**src/rtl/assert_macros.svh**
```systemverilog
// ----------------------------------------------------------------------------
// assertion macros
// shared concurrent assertion forms, clocked on clk with rst_n as reset
// ----------------------------------------------------------------------------
`ifndef ASSERT_MACROS_SVH
`define ASSERT_MACROS_SVH

// same-cycle implication
`define ASSERT_IMP(lbl, ante, cons, msg) \
    lbl: assert property (@(posedge clk) disable iff (!rst_n) (ante) |-> (cons)) \
        else $error(msg);

// next-cycle implication
`define ASSERT_NXT(lbl, ante, cons, msg) \
    lbl: assert property (@(posedge clk) disable iff (!rst_n) (ante) |=> (cons)) \
        else $error(msg);

`endif

```
**src/rtl/ccal_pkg.sv**
```systemverilog
// ----------------------------------------------------------------------------
// ccal_pkg
// types, constants and calendar helper functions for the calendar clock
// ----------------------------------------------------------------------------
`default_nettype none

package ccal_pkg;

    typedef enum logic [1:0] {
        MODE_TICK     = 2'd0,
        MODE_SET_DATE = 2'd1,
        MODE_SET_TIME = 2'd2
    } mode_t;

    typedef struct packed {
        logic [15:0] year;
        logic [3:0]  month;
        logic [4:0]  day;
        logic [4:0]  hour;
        logic [5:0]  minute;
        logic [5:0]  second;
    } cal_t;

    typedef struct packed {
        mode_t       mode;
        logic [15:0] set_year;
        logic [3:0]  set_month;
        logic [4:0]  set_day;
        logic [4:0]  set_hour;
        logic [5:0]  set_minute;
        logic [5:0]  set_second;
    } item_t;

    typedef struct packed {
        cal_t now;
        logic second_elapsed;
    } result_t;

    localparam int TDATA_W  = 48;
    localparam int TUSER_IN_W = 2;
    localparam int TPS_W    = 7;

    localparam logic [TPS_W-1:0] TPS_RESET = 7'd100;

    localparam cal_t CAL_RESET = '{
        year:   16'd2025,
        month:  4'd11,
        day:    5'd14,
        hour:   5'd17,
        minute: 6'd42,
        second: 6'd0
    };

    localparam logic [6:0] SEC_PER_MIN  = 7'd60;
    localparam logic [6:0] MIN_PER_HOUR = 7'd60;
    localparam logic [5:0] HOUR_PER_DAY = 6'd24;
    localparam logic [4:0] MONTH_PER_YEAR = 5'd12;
    localparam logic [3:0] MONTH_FEB = 4'd2;
    localparam logic [4:0] FEB_LEAP_DAYS = 5'd29;
    localparam logic [4:0] LONG_MONTH_DAYS = 5'd31;

    localparam logic [4:0] MONTH_LEN [12] = '{
        5'd31, 5'd28, 5'd31, 5'd30, 5'd31, 5'd30,
        5'd31, 5'd31, 5'd30, 5'd31, 5'd30, 5'd31
    };

    // multiplicative inverse of 25 modulo 2^16 and the largest quotient
    localparam logic [15:0] INV25     = 16'd23593;
    localparam logic [15:0] DIV25_MAX = 16'd2621;

    // exact divisibility by 25: y * inv(25) mod 2^16 lands in the quotient range
    function automatic logic div_by_25(input logic [15:0] y);
        logic [15:0] p;
        p = y * INV25;
        return (p <= DIV25_MAX);
    endfunction

    function automatic logic is_leap(input logic [15:0] y);
        logic d4;
        logic d16;
        logic d25;
        d4  = (y[1:0] == 2'd0);
        d16 = (y[3:0] == 4'd0);
        d25 = div_by_25(y);
        return (d16 && d25) || (d4 && !d25);
    endfunction

    function automatic logic [4:0] month_days(input logic [3:0] month, input logic leap);
        logic [3:0] idx;
        idx = month - 4'd1;
        if (month == MONTH_FEB && leap)
            return FEB_LEAP_DAYS;
        else if (month >= 4'd1 && month <= MONTH_PER_YEAR[3:0])
            return MONTH_LEN[idx];
        else
            return LONG_MONTH_DAYS;
    endfunction

endpackage

`default_nettype wire

```
**src/rtl/ccal_in_reg.sv**
```systemverilog
// ----------------------------------------------------------------------------
// ccal_in_reg
// input register stage: unpacks a slave beat and holds it until consumed
// ----------------------------------------------------------------------------
`default_nettype none

module ccal_in_reg (
    input  wire logic                               clk,
    input  wire logic                               rst_n,
    input  wire logic                               s_tvalid,
    output logic                                    s_tready,
    input  wire logic [ccal_pkg::TDATA_W-1:0]       s_tdata,
    input  wire logic [ccal_pkg::TUSER_IN_W-1:0]    s_tuser,
    input  wire logic                               adv,
    output logic                                    item_vld,
    output ccal_pkg::item_t                         item
);
    import ccal_pkg::*;

    logic  vld_reg;
    logic  vld_next;
    item_t item_reg;
    item_t item_next;
    logic  take;

    assign s_tready = !vld_reg || adv;
    assign take     = s_tvalid && s_tready;
    assign vld_next = take || (vld_reg && !adv);

    always_comb
    begin
        item_next.mode       = mode_t'(s_tuser[1:0]);
        item_next.set_year   = s_tdata[15:0];
        item_next.set_month  = s_tdata[19:16];
        item_next.set_day    = s_tdata[24:20];
        item_next.set_hour   = s_tdata[29:25];
        item_next.set_minute = s_tdata[35:30];
        item_next.set_second = s_tdata[41:36];
    end

    always_ff @(posedge clk or negedge rst_n)
    begin
        if (!rst_n)
            vld_reg <= 1'b0;
        else
            vld_reg <= vld_next;
    end

    always_ff @(posedge clk)
    begin
        if (take)
            item_reg <= item_next;
    end

    assign item_vld = vld_reg;
    assign item     = item_reg;

endmodule

`default_nettype wire

```
**src/rtl/ccal_core.sv**
```systemverilog
// ----------------------------------------------------------------------------
// ccal_core
// prescaler and calendar state with the one-second carry cascade
// ----------------------------------------------------------------------------
`default_nettype none

module ccal_core (
    input  wire logic                           clk,
    input  wire logic                           rst_n,
    input  wire logic                           adv,
    input  wire ccal_pkg::item_t                item,
    input  wire logic [ccal_pkg::TPS_W-1:0]     tps,
    output ccal_pkg::result_t                   res,
    output logic                                prescale_zero
);
    import ccal_pkg::*;

    cal_t             cal_reg;
    cal_t             cal_next;
    cal_t             cal_bump;
    logic [TPS_W-1:0] pre_reg;
    logic [TPS_W-1:0] pre_next;
    logic [TPS_W:0]   pre_inc;
    logic             elapsed;

    logic [6:0] sec_inc;
    logic [6:0] min_inc;
    logic [5:0] hour_inc;
    logic [5:0] day_inc;
    logic [4:0] mon_inc;
    logic [4:0] dim;

    // calendar after one more second
    always_comb
    begin
        sec_inc  = {1'b0, cal_reg.second} + 7'd1;
        min_inc  = {1'b0, cal_reg.minute} + 7'd1;
        hour_inc = {1'b0, cal_reg.hour} + 6'd1;
        day_inc  = {1'b0, cal_reg.day} + 6'd1;
        mon_inc  = {1'b0, cal_reg.month} + 5'd1;
        dim      = month_days(cal_reg.month, is_leap(cal_reg.year));
        cal_bump = cal_reg;
        if (sec_inc < SEC_PER_MIN)
            cal_bump.second = sec_inc[5:0];
        else
        begin
            cal_bump.second = 6'd0;
            if (min_inc < MIN_PER_HOUR)
                cal_bump.minute = min_inc[5:0];
            else
            begin
                cal_bump.minute = 6'd0;
                if (hour_inc < HOUR_PER_DAY)
                    cal_bump.hour = hour_inc[4:0];
                else
                begin
                    cal_bump.hour = 5'd0;
                    if (day_inc <= {1'b0, dim})
                        cal_bump.day = day_inc[4:0];
                    else
                    begin
                        cal_bump.day = 5'd1;
                        if (mon_inc <= MONTH_PER_YEAR)
                            cal_bump.month = mon_inc[3:0];
                        else
                        begin
                            cal_bump.month = 4'd1;
                            cal_bump.year  = cal_reg.year + 16'd1;
                        end
                    end
                end
            end
        end
    end

    always_comb
    begin
        cal_next = cal_reg;
        pre_next = pre_reg;
        elapsed  = 1'b0;
        pre_inc  = {1'b0, pre_reg} + 8'd1;
        case (item.mode)
            MODE_TICK:
            begin
                if (pre_inc >= {1'b0, tps})
                begin
                    pre_next = '0;
                    elapsed  = 1'b1;
                    cal_next = cal_bump;
                end
                else
                    pre_next = pre_inc[TPS_W-1:0];
            end
            MODE_SET_DATE:
            begin
                cal_next.year  = item.set_year;
                cal_next.month = item.set_month;
                cal_next.day   = item.set_day;
            end
            MODE_SET_TIME:
            begin
                cal_next.hour   = item.set_hour;
                cal_next.minute = item.set_minute;
                cal_next.second = item.set_second;
                pre_next        = '0;
            end
            default:
            begin
                // unused mode leaves everything as it is
            end
        endcase
    end

    always_ff @(posedge clk or negedge rst_n)
    begin
        if (!rst_n)
        begin
            cal_reg <= CAL_RESET;
            pre_reg <= '0;
        end
        else if (adv)
        begin
            cal_reg <= cal_next;
            pre_reg <= pre_next;
        end
    end

    assign res.now            = cal_next;
    assign res.second_elapsed = elapsed;
    assign prescale_zero      = (pre_reg == '0);

endmodule

`default_nettype wire

```
**src/rtl/calendar_clock_tick.sv**
```systemverilog
// ----------------------------------------------------------------------------
// calendar_clock_tick
// calendar clock with tick prescaler, set-date and set-time commands
// ----------------------------------------------------------------------------
// One beat in, one beat out. The block takes a new beat every cycle unless
// both registers are full and m_tready is low. An accepted beat is held in
// the input register; the calendar cascade then runs from it into the
// output register, which drives m_tvalid. While a result waits on m_tready,
// one more beat can still enter the input register. The user must write
// ticks_per_second through cfg_we/cfg_wdata only while no beat is in flight;
// the block does not enforce this. No clearing pass is needed after reset.
`default_nettype none

module calendar_clock_tick (
    input  wire logic        clk,
    input  wire logic        rst_n,
    input  wire logic        cfg_we,
    input  wire logic [6:0]  cfg_wdata,   // ticks_per_second
    input  wire logic        s_tvalid,
    output logic             s_tready,
    // set_year, set_month, set_day, set_hour, set_minute, set_second, zero pad
    input  wire logic [47:0] s_tdata,
    input  wire logic [1:0]  s_tuser,     // mode
    output logic             m_tvalid,
    input  wire logic        m_tready,
    // year_now, month_now, day_now, hour_now, minute_now, second_now, zero pad
    output logic [47:0]      m_tdata,
    output logic [0:0]       m_tuser      // second_elapsed
);
    import ccal_pkg::*;

    logic [TPS_W-1:0] tps_val_reg;
    logic             in_vld;
    item_t            in_item;
    logic             adv;
    result_t          res;
    logic             prescale_zero;
    logic             out_vld_reg;
    logic             out_vld_next;
    result_t          out_reg;

    always_ff @(posedge clk or negedge rst_n)
    begin
        if (!rst_n)
            tps_val_reg <= TPS_RESET;
        else if (cfg_we)
            tps_val_reg <= cfg_wdata;
    end

    assign adv = in_vld && (!out_vld_reg || m_tready);

    ccal_in_reg u_in_reg (
        .clk      (clk),
        .rst_n    (rst_n),
        .s_tvalid (s_tvalid),
        .s_tready (s_tready),
        .s_tdata  (s_tdata),
        .s_tuser  (s_tuser),
        .adv      (adv),
        .item_vld (in_vld),
        .item     (in_item)
    );

    ccal_core u_core (
        .clk           (clk),
        .rst_n         (rst_n),
        .adv           (adv),
        .item          (in_item),
        .tps           (tps_val_reg),
        .res           (res),
        .prescale_zero (prescale_zero)
    );

    assign out_vld_next = adv || (out_vld_reg && !m_tready);

    always_ff @(posedge clk or negedge rst_n)
    begin
        if (!rst_n)
            out_vld_reg <= 1'b0;
        else
            out_vld_reg <= out_vld_next;
    end

    always_ff @(posedge clk)
    begin
        if (adv)
            out_reg <= res;
    end

    assign m_tvalid = out_vld_reg;
    assign m_tdata  = {6'd0, out_reg.now.second, out_reg.now.minute,
                       out_reg.now.hour, out_reg.now.day, out_reg.now.month,
                       out_reg.now.year};
    assign m_tuser  = out_reg.second_elapsed;

`include "assert_macros.svh"

    // a second just completed leaves the prescaler at zero until the next beat
    `ASSERT_IMP(a_elapsed_clears_prescale, out_vld_reg && out_reg.second_elapsed,
        prescale_zero, "prescaler not cleared after a completed second")

    // a completed second never leaves an out-of-range second
    `ASSERT_IMP(a_elapsed_second_range, out_vld_reg && out_reg.second_elapsed,
        out_reg.now.second < 6'd60, "second out of range after carry")

    // back-pressure on the input only when both stages are full and stalled
    `ASSERT_IMP(a_stall_only_when_full, !s_tready,
        in_vld && out_vld_reg && !m_tready, "input stalled with room in the pipe")

    // a beat advancing out of the input register reaches the output register on the next edge
    `ASSERT_NXT(a_adv_fills_output, adv, out_vld_reg, "result lost after advance")

endmodule

`default_nettype wire
```
**config.mk**
```make
export PLATFORM = sky130hd
export DESIGN_NAME = calendar_clock_tick
export DESIGN_NICKNAME = d
export VERILOG_FILES = /design/src/rtl/ccal_pkg.sv /design/src/rtl/ccal_in_reg.sv /design/src/rtl/ccal_core.sv /design/src/rtl/calendar_clock_tick.sv
export VERILOG_INCLUDE_DIRS = /design/src /design/src/rtl
export SDC_FILE = /design/constraint.sdc
export NUM_CORES = 1
export LEC_CHECK = 0
export BUFFER_PORTS_ARGS = -buffer_cell sky130_fd_sc_hd__buf_2
export CAP_MARGIN = 20
export CORE_MARGIN = 3
export CORE_UTILIZATION = 30
export CTS_CLUSTER_DIAMETER = 60
export DETAILED_ROUTE_END_ITERATION = 8
export SETUP_SLACK_MARGIN = 0.3
export SLEW_MARGIN = 5
export SYNTH_ARGS = -nofsm -noshare
export SYNTH_HDL_FRONTEND = slang
export SYNTH_SLANG_ARGS = --single-unit
```
**constraint.sdc**
```tcl
create_clock -name clk -period 7.78 [get_ports clk]
set_clock_uncertainty 0.2 [all_clocks]
set_input_delay 1.556 -clock clk [delete_from_list [all_inputs] [get_ports clk]]
set_output_delay 1.556 -clock clk [all_outputs]
set_load 0.05 [all_outputs]
```
==> flow_metrics.py <==
metrics = {
    "synth": {
        "synth.avg_cell_area_um2": 9.98,
        "yosys.cell_types.count": 78,
        "synth_area_um2": 9570,
        "synthSimpleGateAreaFrac_pct": 15.1,
        "synth_compound_area_share_pct": 19.2,
        "synthAdderAreaFrac_pct": 14.5,
        "synth_edf_count": 87,
        "synth_xor_xnor_area_share_pct": 2.28,
        "synth_ff_type": "edfxtp_1",
        "ys_ff_latch": 145,
        "synth_top_family_by_area": "compound AO/OA/AOI/OAI gates",
        "yosys_warnings": 0,
        "muxShareOfSynthArea_pct": 0.327,
        "async_flop_share_pct": 40.0,
        "ys_seq_area_share_pct": 42.8,
        "synth_cells": 959,
    },
    "floorplanning": {
        "core_um2": 31000,
        "dieArea_um2": 34100,
        "rows": 64,
        "die_w_um": 185,
        "start_util_pct": 30.9,
        "io_pins": 113,
        "dieHeight_um": 185,
    },
    "critical_path": {
        "crit_family": "adder cells",
        "crit_fanout": 6,
        "cp-end-kind": "flop",
        "reg2reg_from": "u_core.cal_reg[29]",
        "cp-start-kind": "flop",
        "crit_buf_inv": 5,
        "cp_data_required_time_ns": 7.86,
        "rrSetupSlack_ns": 0.60,
        "reg2reg_depth": 26,
        "arrival_ns": 7.26,
        "critPathSlowestCell": "dfstp_2",
        "critPathKind": "flop to flop",
        "timing.rr.end": "m_tdata[9]",
        "slowest_delay_ns": 0.59,
    },
    "min_path": {
        "hold_depth": 1,
        "min_to": "m_tvalid",
        "hold_start": "u_in_reg.item_vld",
        "hp-class": "flop to flop",
    },
    "drt": {
        "wl_per_cell_um": 18.0,
        "dr.pass1.iters": 5,
        "via_per_inst": 5.38,
        "ant_nets": 0,
        "drc": 0,
        "wl_mm": 26.3,
        "drt_iter0_markers": 646,
        "vias": 7864,
    },
    "outcome": {
        "outcome": "completed",
    },
    "sta": {
        "finalSetupTns_ns": 0,
        "rsz0062_at_grt": "true",
        "setup_violations": 0,
        "worst_pin_slew_ns": 1.10,
        "period_minus_slack_ns": 7.18,
        "slew_viol_final": 0,
        "setup_slack_ns": 0.595,
        "finalHoldViolations": 0,
        "slew_headroom_pct": 26.8,
        "max_freq_mhz": 139,
        "fin_crit_sh_pct": 92.4,
    },
    "final_layout": {
        "syn2layout_area_growth_pct": 16.9,
        "layoutNonFillerInstCount": 1462,
        "fin_util_pct": 36.1,
        "layout_common_cells": "buf_2 (101), nand2_1 (87), edfxtp_1 (87), ha_1 (79), inv_1 (71)",
        "multi_input_area_um2": 5000,
        "drive_above_1_share_pct": 19.5,
        "largest_reg_flops": 44,
        "fillers": 3089,
        "nNetsFinal": 1215,
        "layout_commonest_cell": "buf_2",
        "regArea_um2": 4090,
        "diodes": 0,
    },
    "pwr": {
        "ir_worst_vdd_uv": 388,
        "power_leakage_nw": 4.53,
        "power_density_nw_per_um2": 413,
        "total_power_mw": 4.63,
    },
    "placed_design": {
        "pre_cts_slack_ns": 0.347,
        "dp.cells": 1422,
        "hpwl_mm": 17.9,
        "numPortBuffers": 100,
        "place.gp.congestion": 0.872,
    },
    "clocking": {
        "cts_root_buf": "clkbuf_16",
        "cts.sinks": 145,
        "path_clk_slew_ns": 0.07,
        "cts_max_path_buffers": 2,
        "postCtsHoldBufs": 0,
        "cts_inserted_buffers": 17,
        "cts_tree": "done",
        "insertion_delay_ns": 0.43,
        "htreeDepth": 4,
    },
    "global_routing": {
        "gr-total-overflow": 0,
        "grt_start_max_net_pins": 77,
        "grt_pass1_wl_mm": 41.0,
        "first_global_vias": 7310,
        "antenna_found_initial": 0,
        "track_usage_pct": 15.3,
    },
    "job": {
        "drv_cap": 0,
    },
}
[worst register-to-register path, delay by kind of cell, from the launching register on]
family	cells	cell delay, ns
buf+inv	5	0.56
simple gates	6	1.42
fa+ha+maj	7	2.59
xor+xnor	4	0.70
flops	1	0.59
compound gates	4	0.98
[what timing repair did]
action / in CTS / in global routing
buffers inserted: 0 / 7
cloned: 0 / 1
pin swaps: 0 / 7
resized for setup: 1 / 15
endpoints found under the setup margin: 4 / 36
[through the flow]
step / cell area (um^2) / hold WS [ns]
2_1_floorplan: 9590 / 0.257
6_report: 11200 / 0.300
4_1_cts: 11100 / 0.302
5_1_grt: 11200 / 0.332
3_3_place_gp: 10500 / 0.276
3_5_place_dp: 10500 / 0.289
[worst max path at each step]
stage                             from            endpoint  cells past startpoint
floorplan           u_core.cal_reg[34]          m_tdata[1]                     24
global placement    u_core.cal_reg[33]  u_core.cal_reg[40]                     25
detailed placement  u_core.cal_reg[33]  u_core.cal_reg[40]                     24
CTS                 u_core.cal_reg[33]         m_tdata[14]                     24
global route        u_core.cal_reg[29]          m_tdata[9]                     26
finish              u_core.cal_reg[29]          m_tdata[9]                     26
[synth_stat cells (all sizes together), types with 22 or more instances]
cell type	number	area, um^2
edfxtp	87	2610
nand2	87	327
ha	82	1030
inv	71	267
nor2	58	218
o21ai	53	265
clkbuf	45	169
a21oi	39	199
dfrtp	36	901
nand3	36	180
nor3	24	120
dfstp	22	578
[logic make-up (layout without fill, tap and decap cells)]
family | count (synthesis) | in the layout
compound gates | 259 | 259
mux | 3 | 3
simple gates | 292 | 292
buf+inv | 135 | 237
other cells | 1 | 6
flops | 145 | 145
fa+ha+maj | 100 | 100
xor+xnor | 24 | 24
[area by class of cell]
type / instances / area share [%]
timing repair buffer: 133 / 6.73
clock buffer: 18 / 3.84
tap: 396 / 4.43
multi-input combinational: 684 / 44.6
sequential: 145 / 36.6
clock inverter: 14 / 1.36
inverter: 72 / 2.42
[where the power goes]
group          total, mW  switching [mW]  internal, mW
Combinational       2.71            1.51          1.20
Sequential          1.09           0.129         0.957
Clock              0.831           0.354         0.477
[layer usage]
metal	wire, um	global-route usage [%]	vias to the layer above
met5	0	0	-
met4	431	4.41	0
met3	1300	2.05	23
met2	11600	22.6	251
met1	12900	23.2	3815
li1	-	-	3775
No activity file was read; power rests on OpenSTA's default activity.
